## src/hw/rtl/cms_pkg.sv

```systemverilog
// ----------------------------------------------------------------------------
// cms_pkg
// Shared types, sizes and helpers for the count-min sketch block.
// ----------------------------------------------------------------------------
package cms_pkg;

  localparam int ROWS        = 4;
  localparam int COLUMNS     = 1024;
  localparam int HASH_WORDS  = 4;
  localparam int HASH_W      = 32;
  localparam int CNT_W       = 32;
  localparam int TOTAL_W     = 64;
  localparam int CFG_W       = 11;
  localparam int COL_W       = $clog2(COLUMNS);
  localparam int ROW_W       = (ROWS > 1) ? $clog2(ROWS) : 1;
  localparam int ADDR_W      = ROW_W + COL_W;
  localparam int MEM_DEPTH   = 1 << ADDR_W;
  localparam int REQ_W       = 2;
  localparam int IN_DATA_W   = HASH_W * (HASH_WORDS + 1);
  localparam int OUT_DATA_W  = CNT_W + TOTAL_W;

  // modulo unit: MOD_BITS quotient bits per cycle
  localparam int MOD_BITS    = 8;
  localparam int MOD_STEPS   = HASH_W / MOD_BITS;
  localparam int STEP_W      = (MOD_STEPS > 1) ? $clog2(MOD_STEPS) : 1;

  typedef logic [ROWS-1:0][HASH_W-1:0] hash_arr_t;
  typedef logic [ROWS-1:0][COL_W-1:0]  col_arr_t;

  typedef enum logic [REQ_W-1:0] {
    REQ_UPDATE   = 2'd0,
    REQ_ESTIMATE = 2'd1,
    REQ_CLEAR    = 2'd2
  } req_t;

  typedef enum logic [2:0] {
    ST_IDLE,
    ST_MOD,
    ST_ACCESS,
    ST_SWEEP,
    ST_DONE
  } state_t;

  // Fold MOD_BITS more dividend bits into a partial remainder.
  // The remainder stays below cols, so the shifted value fits in CFG_W bits.
  function automatic logic [COL_W-1:0] mod_step(input logic [COL_W-1:0]    rem,
                                                input logic [MOD_BITS-1:0] bits,
                                                input logic [CFG_W-1:0]    cols);
    logic [CFG_W-1:0] acc;
    acc = {1'b0, rem};
    for (int i = MOD_BITS - 1; i >= 0; i--) begin
      acc = {acc[COL_W-1:0], bits[i]};
      if (acc >= cols) begin
        acc = acc - cols;
      end
    end
    return acc[COL_W-1:0];
  endfunction

endpackage

```

## src/hw/rtl/cms_mod_unit.sv

```systemverilog
// ----------------------------------------------------------------------------
// cms_mod_unit
// Column select: one lane per row reduces its hash word modulo the column
// count, MOD_BITS dividend bits per cycle.
// ----------------------------------------------------------------------------
module cms_mod_unit
  import cms_pkg::*;
(
  input  logic             clk,
  input  logic             rst_n,
  input  logic             start,
  input  hash_arr_t        words,
  input  logic [CFG_W-1:0] cols,
  output logic             done,
  output col_arr_t         col
);

  logic                  busy_r, busy_nxt;
  logic                  done_r, done_nxt;
  logic [STEP_W-1:0]     step_r, step_nxt;
  logic [CFG_W-1:0]      cols_r;
  hash_arr_t             div_r;
  col_arr_t              rem_r;

  always_comb begin
    busy_nxt = busy_r;
    done_nxt = 1'b0;
    step_nxt = step_r;
    if (start) begin
      busy_nxt = 1'b1;
      step_nxt = '0;
    end else if (busy_r) begin
      step_nxt = step_r + 1'b1;
      if (step_r == STEP_W'(MOD_STEPS - 1)) begin
        busy_nxt = 1'b0;
        done_nxt = 1'b1;
      end
    end
  end

  always_ff @(posedge clk) begin
    if (!rst_n) begin
      busy_r <= 1'b0;
      done_r <= 1'b0;
      step_r <= '0;
    end else begin
      busy_r <= busy_nxt;
      done_r <= done_nxt;
      step_r <= step_nxt;
    end
  end

  // lanes: take the top bits of each dividend, shift the rest up
  always_ff @(posedge clk) begin
    if (start) begin
      cols_r <= cols;
      div_r  <= words;
      rem_r  <= '0;
    end else if (busy_r) begin
      for (int r = 0; r < ROWS; r++) begin
        rem_r[r] <= mod_step(rem_r[r], div_r[r][HASH_W-1 -: MOD_BITS], cols_r);
        div_r[r] <= {div_r[r][HASH_W-MOD_BITS-1:0], {MOD_BITS{1'b0}}};
      end
    end
  end

  assign done = done_r;
  assign col  = rem_r;

endmodule

```

## config.mk

```make
export PLATFORM = sky130hd
export DESIGN_NAME = cms_mod_unit
export DESIGN_NICKNAME = d
export VERILOG_FILES = /design/src/hw/rtl/cms_pkg.sv /design/src/hw/rtl/cms_mod_unit.sv
export SDC_FILE = /design/constraint.sdc
export NUM_CORES = 1
export LEC_CHECK = 0
export ABC_AREA = 1
export BUFFER_PORTS_ARGS = -buffer_cell sky130_fd_sc_hd__buf_2
export CAP_MARGIN = 10
export CORE_MARGIN = 5
export CORE_UTILIZATION = 49
export CTS_CLUSTER_SIZE = 10
export DETAILED_ROUTE_END_ITERATION = 8
export PLACE_DENSITY = 0.66
export SYNTH_ARGS = -nofsm -noshare
export SYNTH_HDL_FRONTEND = slang
export SYNTH_SLANG_ARGS = --single-unit
```

## constraint.sdc

```tcl
create_clock -name clk -period 25.5 [get_ports clk]
set_input_delay 5.1 -clock clk [delete_from_list [all_inputs] [get_ports clk]]
set_output_delay 5.1 -clock clk [all_outputs]
set_load 0.01 [all_outputs]
```

# ---- After elaboration in Yosys (flattened, before gate mapping)
# Cells that the tools add are included.
# Widths: inputs -> output; s select.
dict set report classes {
  n_addsub 33
  mul 0
  n_div 0
  magnitude_cmp 32
  eq_ne 1
  n_shift 0
  n_mux 94
  bitwise 2
  reduce_logical 3
}
# cell count
set ops {}
lappend ops {{$mux 10} 88}
lappend ops {{$ge 11x11->1} 32}
lappend ops {{$sub 10x10->10} 32}
lappend ops {{$mux 128} 2}
lappend ops {{$mux 1} 4}
lappend ops {{$reduce_or 3->1} 1}
lappend ops {{$add 2x1->2 const B} 1}
lappend ops {{$eq 2x2->1 const B} 1}
lappend ops {{$not 1->1} 2}
lappend ops {{$reduce_bool 2->1} 1}
lappend ops {{$reduce_or 2->1} 1}
dict set report word_totals {
  regBits 183
  latch_bits 0
  ramBits 0
  mem_bits_ro 0
  input_bits 142
  out_inout_bits 41
  wordCells 177
  memories 0
}

# ---- Depth between registers and ports, before layout
# Gate-level depths: netlist (run 1).
dict set report logic_depth {
  depth_word 30
  mapped_depth 96
  depth_no_buf 92
}

# ---- Worst setup path before layout (run 1)
# OpenSTA, ideal clock, no wires.
dict set report synth_path {
  kind {flip-flop to flip-flop}
  startpoint {register cols_r[1]}
  endpoint {register rem_r (netlist bit col[10])}
  setup_time_ns 0.120
  arrival_time_ns 13.809
  t_required_ns 25.380
  path_slack_ns 11.572
  stages_incl_launch_ff 89
  n_path_buf 6
  period_less_slack_ns 13.928
  path_cell_list {edfxtp_1 -> inv_1 -> fa_1 -> nand3_1 -> nand2_1 -> a221oi_1 -> xor2_1 -> nand2_1 -> o21ai_0 -> inv_1 -> ha_1 -> nand2_1 -> nor2_1 -> and2_1 -> nand2_1 -> nand3_1 -> nor2_2 -> buf_2 -> [53 not listed] -> or2_2 -> nand2_1 -> ha_1 -> a21oi_1 -> nand2_1 -> nand2_1 -> nand2_1 -> nand2_1 -> nand2_1 -> nand2_1 -> nand2_2 -> nand2_2 -> nand2_2 -> a211oi_4 -> inv_2 -> buf_6 -> o211ai_1 -> nand2_1}
}
dict set report synth_via {
  elab_chain_cells 30
  elab_cells_between_ends 37
  cone_classes {add/sub (7); order compare (8); mux (22)}
}
# element line_no
set synth_lines {}
lappend synth_lines {{start: declaration} cms_mod_unit.sv:21} ;# logic [CFG_W-1:0] cols_r;
lappend synth_lines {{start signal: assignment} cms_mod_unit.sv:56} ;# cols_r <= cols;
lappend synth_lines {{$sub 10x10->10 or $ge 11x11->1 (tied branches)} {cms_pkg.sv:54, cms_pkg.sv:53}}
lappend synth_lines {{$mux 10} cms_pkg.sv:53} ;# if (acc >= cols) begin
lappend synth_lines {{$mux 10} cms_mod_unit.sv:59} ;# end else if (busy_r) begin
lappend synth_lines {{$mux 10} cms_mod_unit.sv:55} ;# if (start) begin
lappend synth_lines {{$sub 10x10->10 or $ge 11x11->1 (tied branches)} {cms_pkg.sv:54, cms_pkg.sv:53}}
lappend synth_lines {{$mux 10} cms_pkg.sv:53}
lappend synth_lines {{$mux 10} cms_mod_unit.sv:59}
lappend synth_lines {{$mux 10} cms_mod_unit.sv:55}
lappend synth_lines {{[14 not listed]} --}
lappend synth_lines {{$mux 10} cms_mod_unit.sv:59}
lappend synth_lines {{$mux 10} cms_mod_unit.sv:55}
lappend synth_lines {{$sub 10x10->10 or $ge 11x11->1 (tied branches)} {cms_pkg.sv:54, cms_pkg.sv:53}}
lappend synth_lines {{$mux 10} cms_pkg.sv:53}
lappend synth_lines {{$mux 10} cms_mod_unit.sv:59}
lappend synth_lines {{$mux 10} cms_mod_unit.sv:55}
lappend synth_lines {{$ge 11x11->1 *} cms_pkg.sv:53}
lappend synth_lines {{$mux 10 *} cms_pkg.sv:53}
lappend synth_lines {{end signal: indexed assignment} cms_mod_unit.sv:61} ;# rem_r[r] <= mod_step(rem_r[r], div_r[r][HASH_W-1 -: MOD_BITS], cols_r);
lappend synth_lines {{end: declaration} cms_mod_unit.sv:23} ;# col_arr_t rem_r;
# Every way passes the cells marked *; elsewhere a longest branch is shown, timed or not. The select of a mux whose other input is x is not followed.
# A chain may end at the register's enable or synchronous reset.

# ---- Worst setup path after layout (run 1)
dict set report layout_path {
  startpoint {register cols_r[0]}
  endpoint {register rem_r (netlist bit col[20])}
}
dict set report layout_via {
  elab_chain_cells 30
  elab_cells_between_ends 38
  cone_classes {add/sub (8); order compare (8); mux (22)}
}
# element line_no
set layout_lines {}
lappend layout_lines {{$sub 10x10->10 or $ge 11x11->1 (tied branches)} {cms_pkg.sv:54, cms_pkg.sv:53}}
lappend layout_lines {{$mux 10} cms_pkg.sv:53}
lappend layout_lines {{$mux 10} cms_mod_unit.sv:59}
lappend layout_lines {{$mux 10} cms_mod_unit.sv:55}
lappend layout_lines {{$sub 10x10->10 or $ge 11x11->1 (tied branches)} {cms_pkg.sv:54, cms_pkg.sv:53}}
lappend layout_lines {{$mux 10} cms_pkg.sv:53}
lappend layout_lines {{$mux 10} cms_mod_unit.sv:59}
lappend layout_lines {{$mux 10} cms_mod_unit.sv:55}
lappend layout_lines {{[14 not listed]} --}
lappend layout_lines {{$mux 10} cms_mod_unit.sv:59}
lappend layout_lines {{$mux 10} cms_mod_unit.sv:55}
lappend layout_lines {{$sub 10x10->10 or $ge 11x11->1 (tied branches)} {cms_pkg.sv:54, cms_pkg.sv:53}}
lappend layout_lines {{$mux 10} cms_pkg.sv:53}
lappend layout_lines {{$mux 10} cms_mod_unit.sv:59}
lappend layout_lines {{$mux 10} cms_mod_unit.sv:55}
lappend layout_lines {{$ge 11x11->1} cms_pkg.sv:53}
lappend layout_lines {{$mux 10 *} cms_pkg.sv:53}
# Marks and branches as above.

==> results.py, run 1 <==
metrics = {
    "flow_run": {
        "max_cap_viol_count": 0,
    },
    "logic_synthesis": {
        "syn-num-nets": 4251,
        "ys_seq_area_frac": 0.199,
        "synth_warnings": 0,
        "synth.ff_latch_count": 183,
        "netlist_area_um2": 25500,
        "postSynthAreaPerCell_um2": 6.83,
        "synth-async-reset-ratio": 0,
        "ys.flop_type": "sky130_fd_sc_hd__edfxtp_1",
        "number_of_flops_mapped_to_enable_cells_by_yosys": 139,
        "yosysUniqueCellTypes": 65,
        "syn-instance-count": 3724,
    },
    "clocking": {
        "cts.hold.buffers_added": 0,
        "numCtsBuffers": 17,
        "cts.path.max_buffers": 2,
        "cts.repair_timing.setup_buffer_count": 0,
        "cts.clk_slew.worst_paths_ps": 80,
        "clockRootBuffer": "sky130_fd_sc_hd__clkbuf_16",
        "clk-insertion-delay-late_ps": 500,
        "clock-sinks": 183,
        "cts_max_level": 4,
        "cts_tree": "yes",
        "post_cts_resized": 0,
    },
    "final_layout": {
        "layout-area-overhead-vs-synth_pct": 9.06,
        "layout.filler_cells": 5234,
        "antennaDiodeCount": 0,
        "final_layout_size_suffix_gt1_frac": 0.103,
        "final_design_area_no_fill_um2": 27800,
        "layout.nets": 4420,
    },
    "floorplan": {
        "die_area_um2": 56600,
        "boundaryPins": 183,
        "dieHeight_um": 238,
        "rows": 83,
        "initial_core_util": 0.495,
        "coreArea_um2": 51400,
        "die_x_um": 238,
    },
    "setup_path": {
        "critPathKind": "register to register",
        "critical-path-slowest-cell": "sky130_fd_sc_hd__nor2_1",
        "crit_path_frequent_cell": "sky130_fd_sc_hd__nand2_1",
        "critPathCaptureType": "register",
        "critical_path_required_ps": 25880,
        "arrival_time_reported_for_the_critical_path_endpoint_ps": 16130,
        "timing.critical_path.slowest_cell_delay_ps": 670,
        "start_kind": "register",
        "crit_path_max_fanout": 17,
    },
    "sta": {
        "hold_slack_ps": 467,
        "timing_hold_violations_final": 0,
        "max_slew_margin": 0.321,
        "post-route-period-util": 0.618,
        "setup_tns_ps": 0,
        "tightest_slew_ps": 1020,
        "clock_period_minus_worst_slack_ps": 15750,
        "grt_setup_unrepaired": "no",
        "finalSetupViolCount": 0,
        "slew_violations": 0,
        "max_clock_freq_ghz": 0.0635,
        "worst_clock_skew_ps": 15.1,
    },
    "placed_design": {
        "buffer_ports.inserted": 182,
        "post-dp-hpwl_um": 59100,
        "dpl-instance-area_um2": 27100,
        "gpl.final_weighted_congestion": 0.970,
    },
    "global_route": {
        "grt_first_pass_wirelength_um": 121000,
        "grt_remaining_overflow": 0,
        "antenna_found_initial": 0,
        "grt_max_degree": 93,
        "vias_in_the_first_global_route": 23300,
        "total_routing_resource_utilization_after_global_routing": 0.264,
    },
    "route": {
        "route.antenna.remaining_nets": 0,
        "wl_met3_um": 5130,
        "met2WireLength_um": 34500,
        "routedWlPerCell_um": 16.8,
        "first_iter_violations": 1647,
        "totalWireLength_um": 76800,
        "drt_pass1_iterations": 6,
        "wl_met1_um": 35400,
        "highest_layer": "met4",
        "viasPerCell": 5.40,
        "drcViolationCount": 0,
        "via_count": 24700,
    },
    "outcome": {
        "outcome": "finished, final reports clean",
    },
    "hold_path": {
        "worst_hold_path_type": "register to register",
    },
}
[layout make-up]
type / count / area (µm²) / share of cell area
clock buffer: 20 / 447 / 0.0161
clock inverter: 12 / 163 / 0.00586
inverter: 385 / 1460 / 0.0527
multi-input combinational: 3096 / 18700 / 0.672
sequential: 183 / 5050 / 0.182
tap: 680 / 851 / 0.0306
timing repair buffer: 210 / 1120 / 0.0405
[sequential cells by signal, summed over array words and instances (netlist names)]
signal,count
div_r,128
col,40
step_r,2
done,1
cols_r,11
busy_r,1
[path summary, 6_finish.rpt]
path	startpoint	end	slack (ps)	cells past startpoint
worst max-delay path	cols_r[0]	col[20]	9750	79
worst min-delay path	step_r[1]	step_r[1]	470	2
worst max register to register	cols_r[0]	col[20]	9750	79
worst min register to register	step_r[1]	step_r[1]	470	2
[logic make-up (layout without fill, tap and decap cells)]
| group | after synthesis | count (layout) | share of synthesized area |
|---|---|---|---|
| compound gates | 605 | 605 | 0.143 |
| simple gates | 1884 | 1884 | 0.315 |
| xor+xnor | 221 | 221 | 0.0760 |
| fa+ha+maj | 385 | 385 | 0.199 |
| flops | 183 | 183 | 0.199 |
| mux | 1 | 1 | 0.000393 |
| buf+inv | 445 | 627 | 0.0687 |
[placed cells by master, fill, tap and decap left out, types with 9 or more instances in the layout]
cell type	instances
sky130_fd_sc_hd__a21boi_1	9
sky130_fd_sc_hd__a21o_1	14
sky130_fd_sc_hd__a21oi_1	271
sky130_fd_sc_hd__a21oi_2	11
sky130_fd_sc_hd__a31oi_1	22
sky130_fd_sc_hd__and2_1	51
sky130_fd_sc_hd__buf_2	181
sky130_fd_sc_hd__buf_4	29
sky130_fd_sc_hd__clkbuf_16	17
sky130_fd_sc_hd__dfxtp_1	44
sky130_fd_sc_hd__edfxtp_1	139
sky130_fd_sc_hd__fa_1	32
sky130_fd_sc_hd__ha_1	353
sky130_fd_sc_hd__inv_1	343
sky130_fd_sc_hd__inv_2	35
sky130_fd_sc_hd__nand2_1	1263
sky130_fd_sc_hd__nand2_2	10
sky130_fd_sc_hd__nand3_1	274
sky130_fd_sc_hd__nand3b_1	12
sky130_fd_sc_hd__nand4_1	26
sky130_fd_sc_hd__nor2_1	133
sky130_fd_sc_hd__nor3_1	34
sky130_fd_sc_hd__o211ai_1	13
sky130_fd_sc_hd__o21a_1	14
sky130_fd_sc_hd__o21ai_0	104
sky130_fd_sc_hd__o21ai_1	57
sky130_fd_sc_hd__o21ai_2	27
sky130_fd_sc_hd__o21bai_1	11
sky130_fd_sc_hd__or2_1	12
sky130_fd_sc_hd__or2_2	37
sky130_fd_sc_hd__xnor2_1	70
sky130_fd_sc_hd__xor2_1	151
[critical path: cells and delay by family (launching register included)]
family / cells / cell delay [ps]
and+or+nand+nor: 40 / 6530
xor gates and xnor gates: 1 / 140
adders and majority gates: 9 / 2880
buffers and inverters: 10 / 1920
DFF: 1 / 330
AOI/OAI and AO/OA: 19 / 3770
[synth_stat cells, types with 22 or more instances]
cell	instances	share of area
sky130_fd_sc_hd__nand2_1	1263	0.19
sky130_fd_sc_hd__clkbuf_1	27	0.0040
sky130_fd_sc_hd__xnor2_1	70	0.024
sky130_fd_sc_hd__nand4_1	26	0.0064
sky130_fd_sc_hd__nor3_1	34	0.0067
sky130_fd_sc_hd__a31oi_1	22	0.0054
sky130_fd_sc_hd__a21oi_1	271	0.053
sky130_fd_sc_hd__buf_2	22	0.0043
sky130_fd_sc_hd__xor2_1	151	0.052
sky130_fd_sc_hd__o21ai_1	57	0.011
sky130_fd_sc_hd__inv_2	26	0.0038
sky130_fd_sc_hd__dfxtp_1	44	0.035
sky130_fd_sc_hd__edfxtp_1	139	0.16
sky130_fd_sc_hd__or2_2	37	0.0091
sky130_fd_sc_hd__inv_1	354	0.052
sky130_fd_sc_hd__and2_1	51	0.013
sky130_fd_sc_hd__o21ai_2	27	0.0093
sky130_fd_sc_hd__fa_1	32	0.025
sky130_fd_sc_hd__nand3_1	274	0.054
sky130_fd_sc_hd__ha_1	353	0.17
sky130_fd_sc_hd__o21ai_0	104	0.020
sky130_fd_sc_hd__nor2_1	135	0.020
[metrics by stage]
step	utilization	setup WS (ps)	std cells
detailed placement	0.528	10000	4554
CTS	0.540	9940	4586
floorplan	-	11570	3724
global placement	0.528	9990	4554
global route	0.540	8190	4586
finish	0.540	9750	4586
[routing by layer]
layer | up-vias | GRT usage
met1 | 11100 | 0.363
met3 | 107 | 0.0420
met4 | 0 | 0.0763
met5 | - | 0
li1 | 12800 | -
met2 | 694 | 0.432
Power of run 1 is left out: the tool's default activity adds up to more than one toggle a clock period on the data nets, which glitch-free logic cannot reach.
==> run 2, diff against run 1 <==
==> constraint.sdc (replaced) <==
create_clock -name clk -period 14.5 [get_ports clk]
set_input_delay 2.9 -clock clk [delete_from_list [all_inputs] [get_ports clk]]
set_output_delay 2.9 -clock clk [all_outputs]
set_load 0.01 [all_outputs]
==> results.py, run 2 (same netlist as run 1, synthesis figures left out) <==
metrics = {
    "setup_path": {
        "rrSetupSlack_ps": 1020,
        "crit_path_max_fanout": 15,
        "critical_path_required_ps": 14970,
        "critical_path.startpoint": "cols_r[4]",
        "start_kind": "register",
        "critical_path.reg2reg.startpoint": "cols_r[4]",
        "critical-path-slowest-cell": "sky130_fd_sc_hd__edfxtp_1",
        "timing.critical_path.slowest_cell_delay_ps": 430,
        "critPathCaptureType": "register",
        "crit_path_frequent_cell": "sky130_fd_sc_hd__nand2_1",
        "arrival_time_reported_for_the_critical_path_endpoint_ps": 13950,
        "reg2regPathDepth": 87,
        "critPathKind": "register to register",
        "crit_path_end": "col[18]",
        "endpoint_of_the_most_critical_register_to_register_path": "col[18]",
    },
    "floorplan": {
        "die_area_um2": 56600,
        "boundaryPins": 183,
        "coreArea_um2": 51400,
        "rows": 83,
        "initial_core_util": 0.495,
        "dieHeight_um": 238,
        "die_x_um": 238,
    },
    "global_route": {
        "total_routing_resource_utilization_after_global_routing": 0.270,
        "grt_first_pass_wirelength_um": 122000,
        "vias_in_the_first_global_route": 23000,
        "grt_max_degree": 95,
        "grt_remaining_overflow": 0,
        "antenna_found_initial": 1,
    },
    "clocking": {
        "cts_max_level": 4,
        "clock-sinks": 183,
        "clockRootBuffer": "sky130_fd_sc_hd__clkbuf_16",
        "cts.clk_slew.worst_paths_ps": 90,
        "clk-insertion-delay-late_ps": 520,
        "numCtsBuffers": 17,
        "cts.path.max_buffers": 2,
        "cts_tree": "yes",
    },
    "hold_path": {
        "worst_hold_path_type": "register to register",
    },
    "final_layout": {
        "multiInputGateArea_um2": 18800,
        "final_design_area_no_fill_um2": 28500,
        "regMostFlops": "div_r",
        "final_cells": 4657,
        "mostFrequentLayoutCell": "sky130_fd_sc_hd__nand2_1",
        "final_layout_size_suffix_gt1_frac": 0.128,
        "register_area_um2": 5050,
        "number_of_flip_flops_in_the_largest_register": 128,
        "layout.nets": 4490,
        "layout-area-overhead-vs-synth_pct": 12.2,
        "final_core_util": 0.555,
        "most-common-layout-cells": "1,263 x sky130_fd_sc_hd__nand2_1, 351 x sky130_fd_sc_hd__ha_1, 338 x sky130_fd_sc_hd__inv_1",
        "layout.filler_cells": 5156,
    },
    "sta": {
        "tightest_slew_ps": 1160,
        "clock_period_minus_worst_slack_ps": 13480,
        "grt_setup_unrepaired": "yes",
        "worst_clock_skew_ps": 17.2,
        "slew_violations": 0,
        "timing_hold_violations_final": 0,
        "finalSetupViolCount": 0,
        "post-route-period-util": 0.930,
        "max_clock_freq_ghz": 0.0742,
        "max_slew_margin": 0.224,
    },
    "placed_design": {
        "buffer_ports.inserted": 182,
        "post-dp-hpwl_um": 61900,
        "gpl.final_weighted_congestion": 0.973,
        "place_inst": 4593,
        "dpl-instance-area_um2": 27500,
    },
    "route": {
        "routedWlPerCell_um": 17.1,
        "first_iter_violations": 2152,
        "drt_pass1_iterations": 6,
        "route.antenna.remaining_nets": 0,
        "viasPerCell": 5.42,
        "totalWireLength_um": 79800,
        "via_count": 25200,
        "drcViolationCount": 0,
    },
    "flow_run": {
        "max_cap_viol_count": 0,
    },
    "outcome": {
        "outcome": "finished, final reports clean",
    },
}
==> run 2: worst min path at each step <==
stage / to / slack (ps) / cells after the start / startpoint
floorplan: step_r[1] / 440 / 2 / step_r[1]
global placement: step_r[1] / 460 / 2 / step_r[1]
detailed placement: step_r[1] / 460 / 2 / step_r[1]
CTS: step_r[1] / 470 / 2 / step_r[1]
global route: step_r[1] / 490 / 2 / step_r[1]
finish: step_r[1] / 470 / 2 / step_r[1]
==> run 2: final cells by class <==
cell class,instances,share of cell area
multi-input cells,3098,0.660
flip-flops and latches,183,0.177
repair buffers,276,0.0576
inverters,385,0.0534
well taps,680,0.0298
clock buffers,17,0.0149
clock inverters,15,0.00701
repair inverters,2,0.000438
diodes,1,0.0000877
==> run 2: metal layers <==
layer  share of wire  vias up  GRT usage
li1                -    12900          -
met1            0.46    11400      0.376
met2            0.44      795      0.433
met3           0.075      121     0.0520
met4           0.025        2     0.0735
met5         0.00015        -          0
==> run 2: through the flow <==
| stage | setup slack, ps | hold WS [ps] | TNS (ps) |
|---|---|---|---|
| 3_3_place_gp | 394 | 457 | 0 |
| 5_1_grt | -44.0 | 489 | -96.1 |
| 6_report | 1020 | 475 | 0 |
| 2_1_floorplan | 572 | 440 | 0 |
| 3_5_place_dp | 173 | 463 | 0 |
| 4_1_cts | 141 | 474 | 0 |
==> run 2: repair_timing <==
item	in CTS	in global routing
hold buffers	0	0
hold endpoints to repair	0	0
endpoints found under the setup margin	0	40
buffers inserted	0	27
gates resized for setup	0	76
==> run 2: worst max-delay path, delay by kind of cell (launching register included) <==
kind                     cells  cell delay [ps]
adder cells (fa/ha/maj)      8             2690
AO/OA/AOI/OAI               18             3100
buffers and inverters       10             1400
flip-flops                   1              430
AND/OR/NAND/NOR             51             5770
Power of run 2 is left out for the same reason.
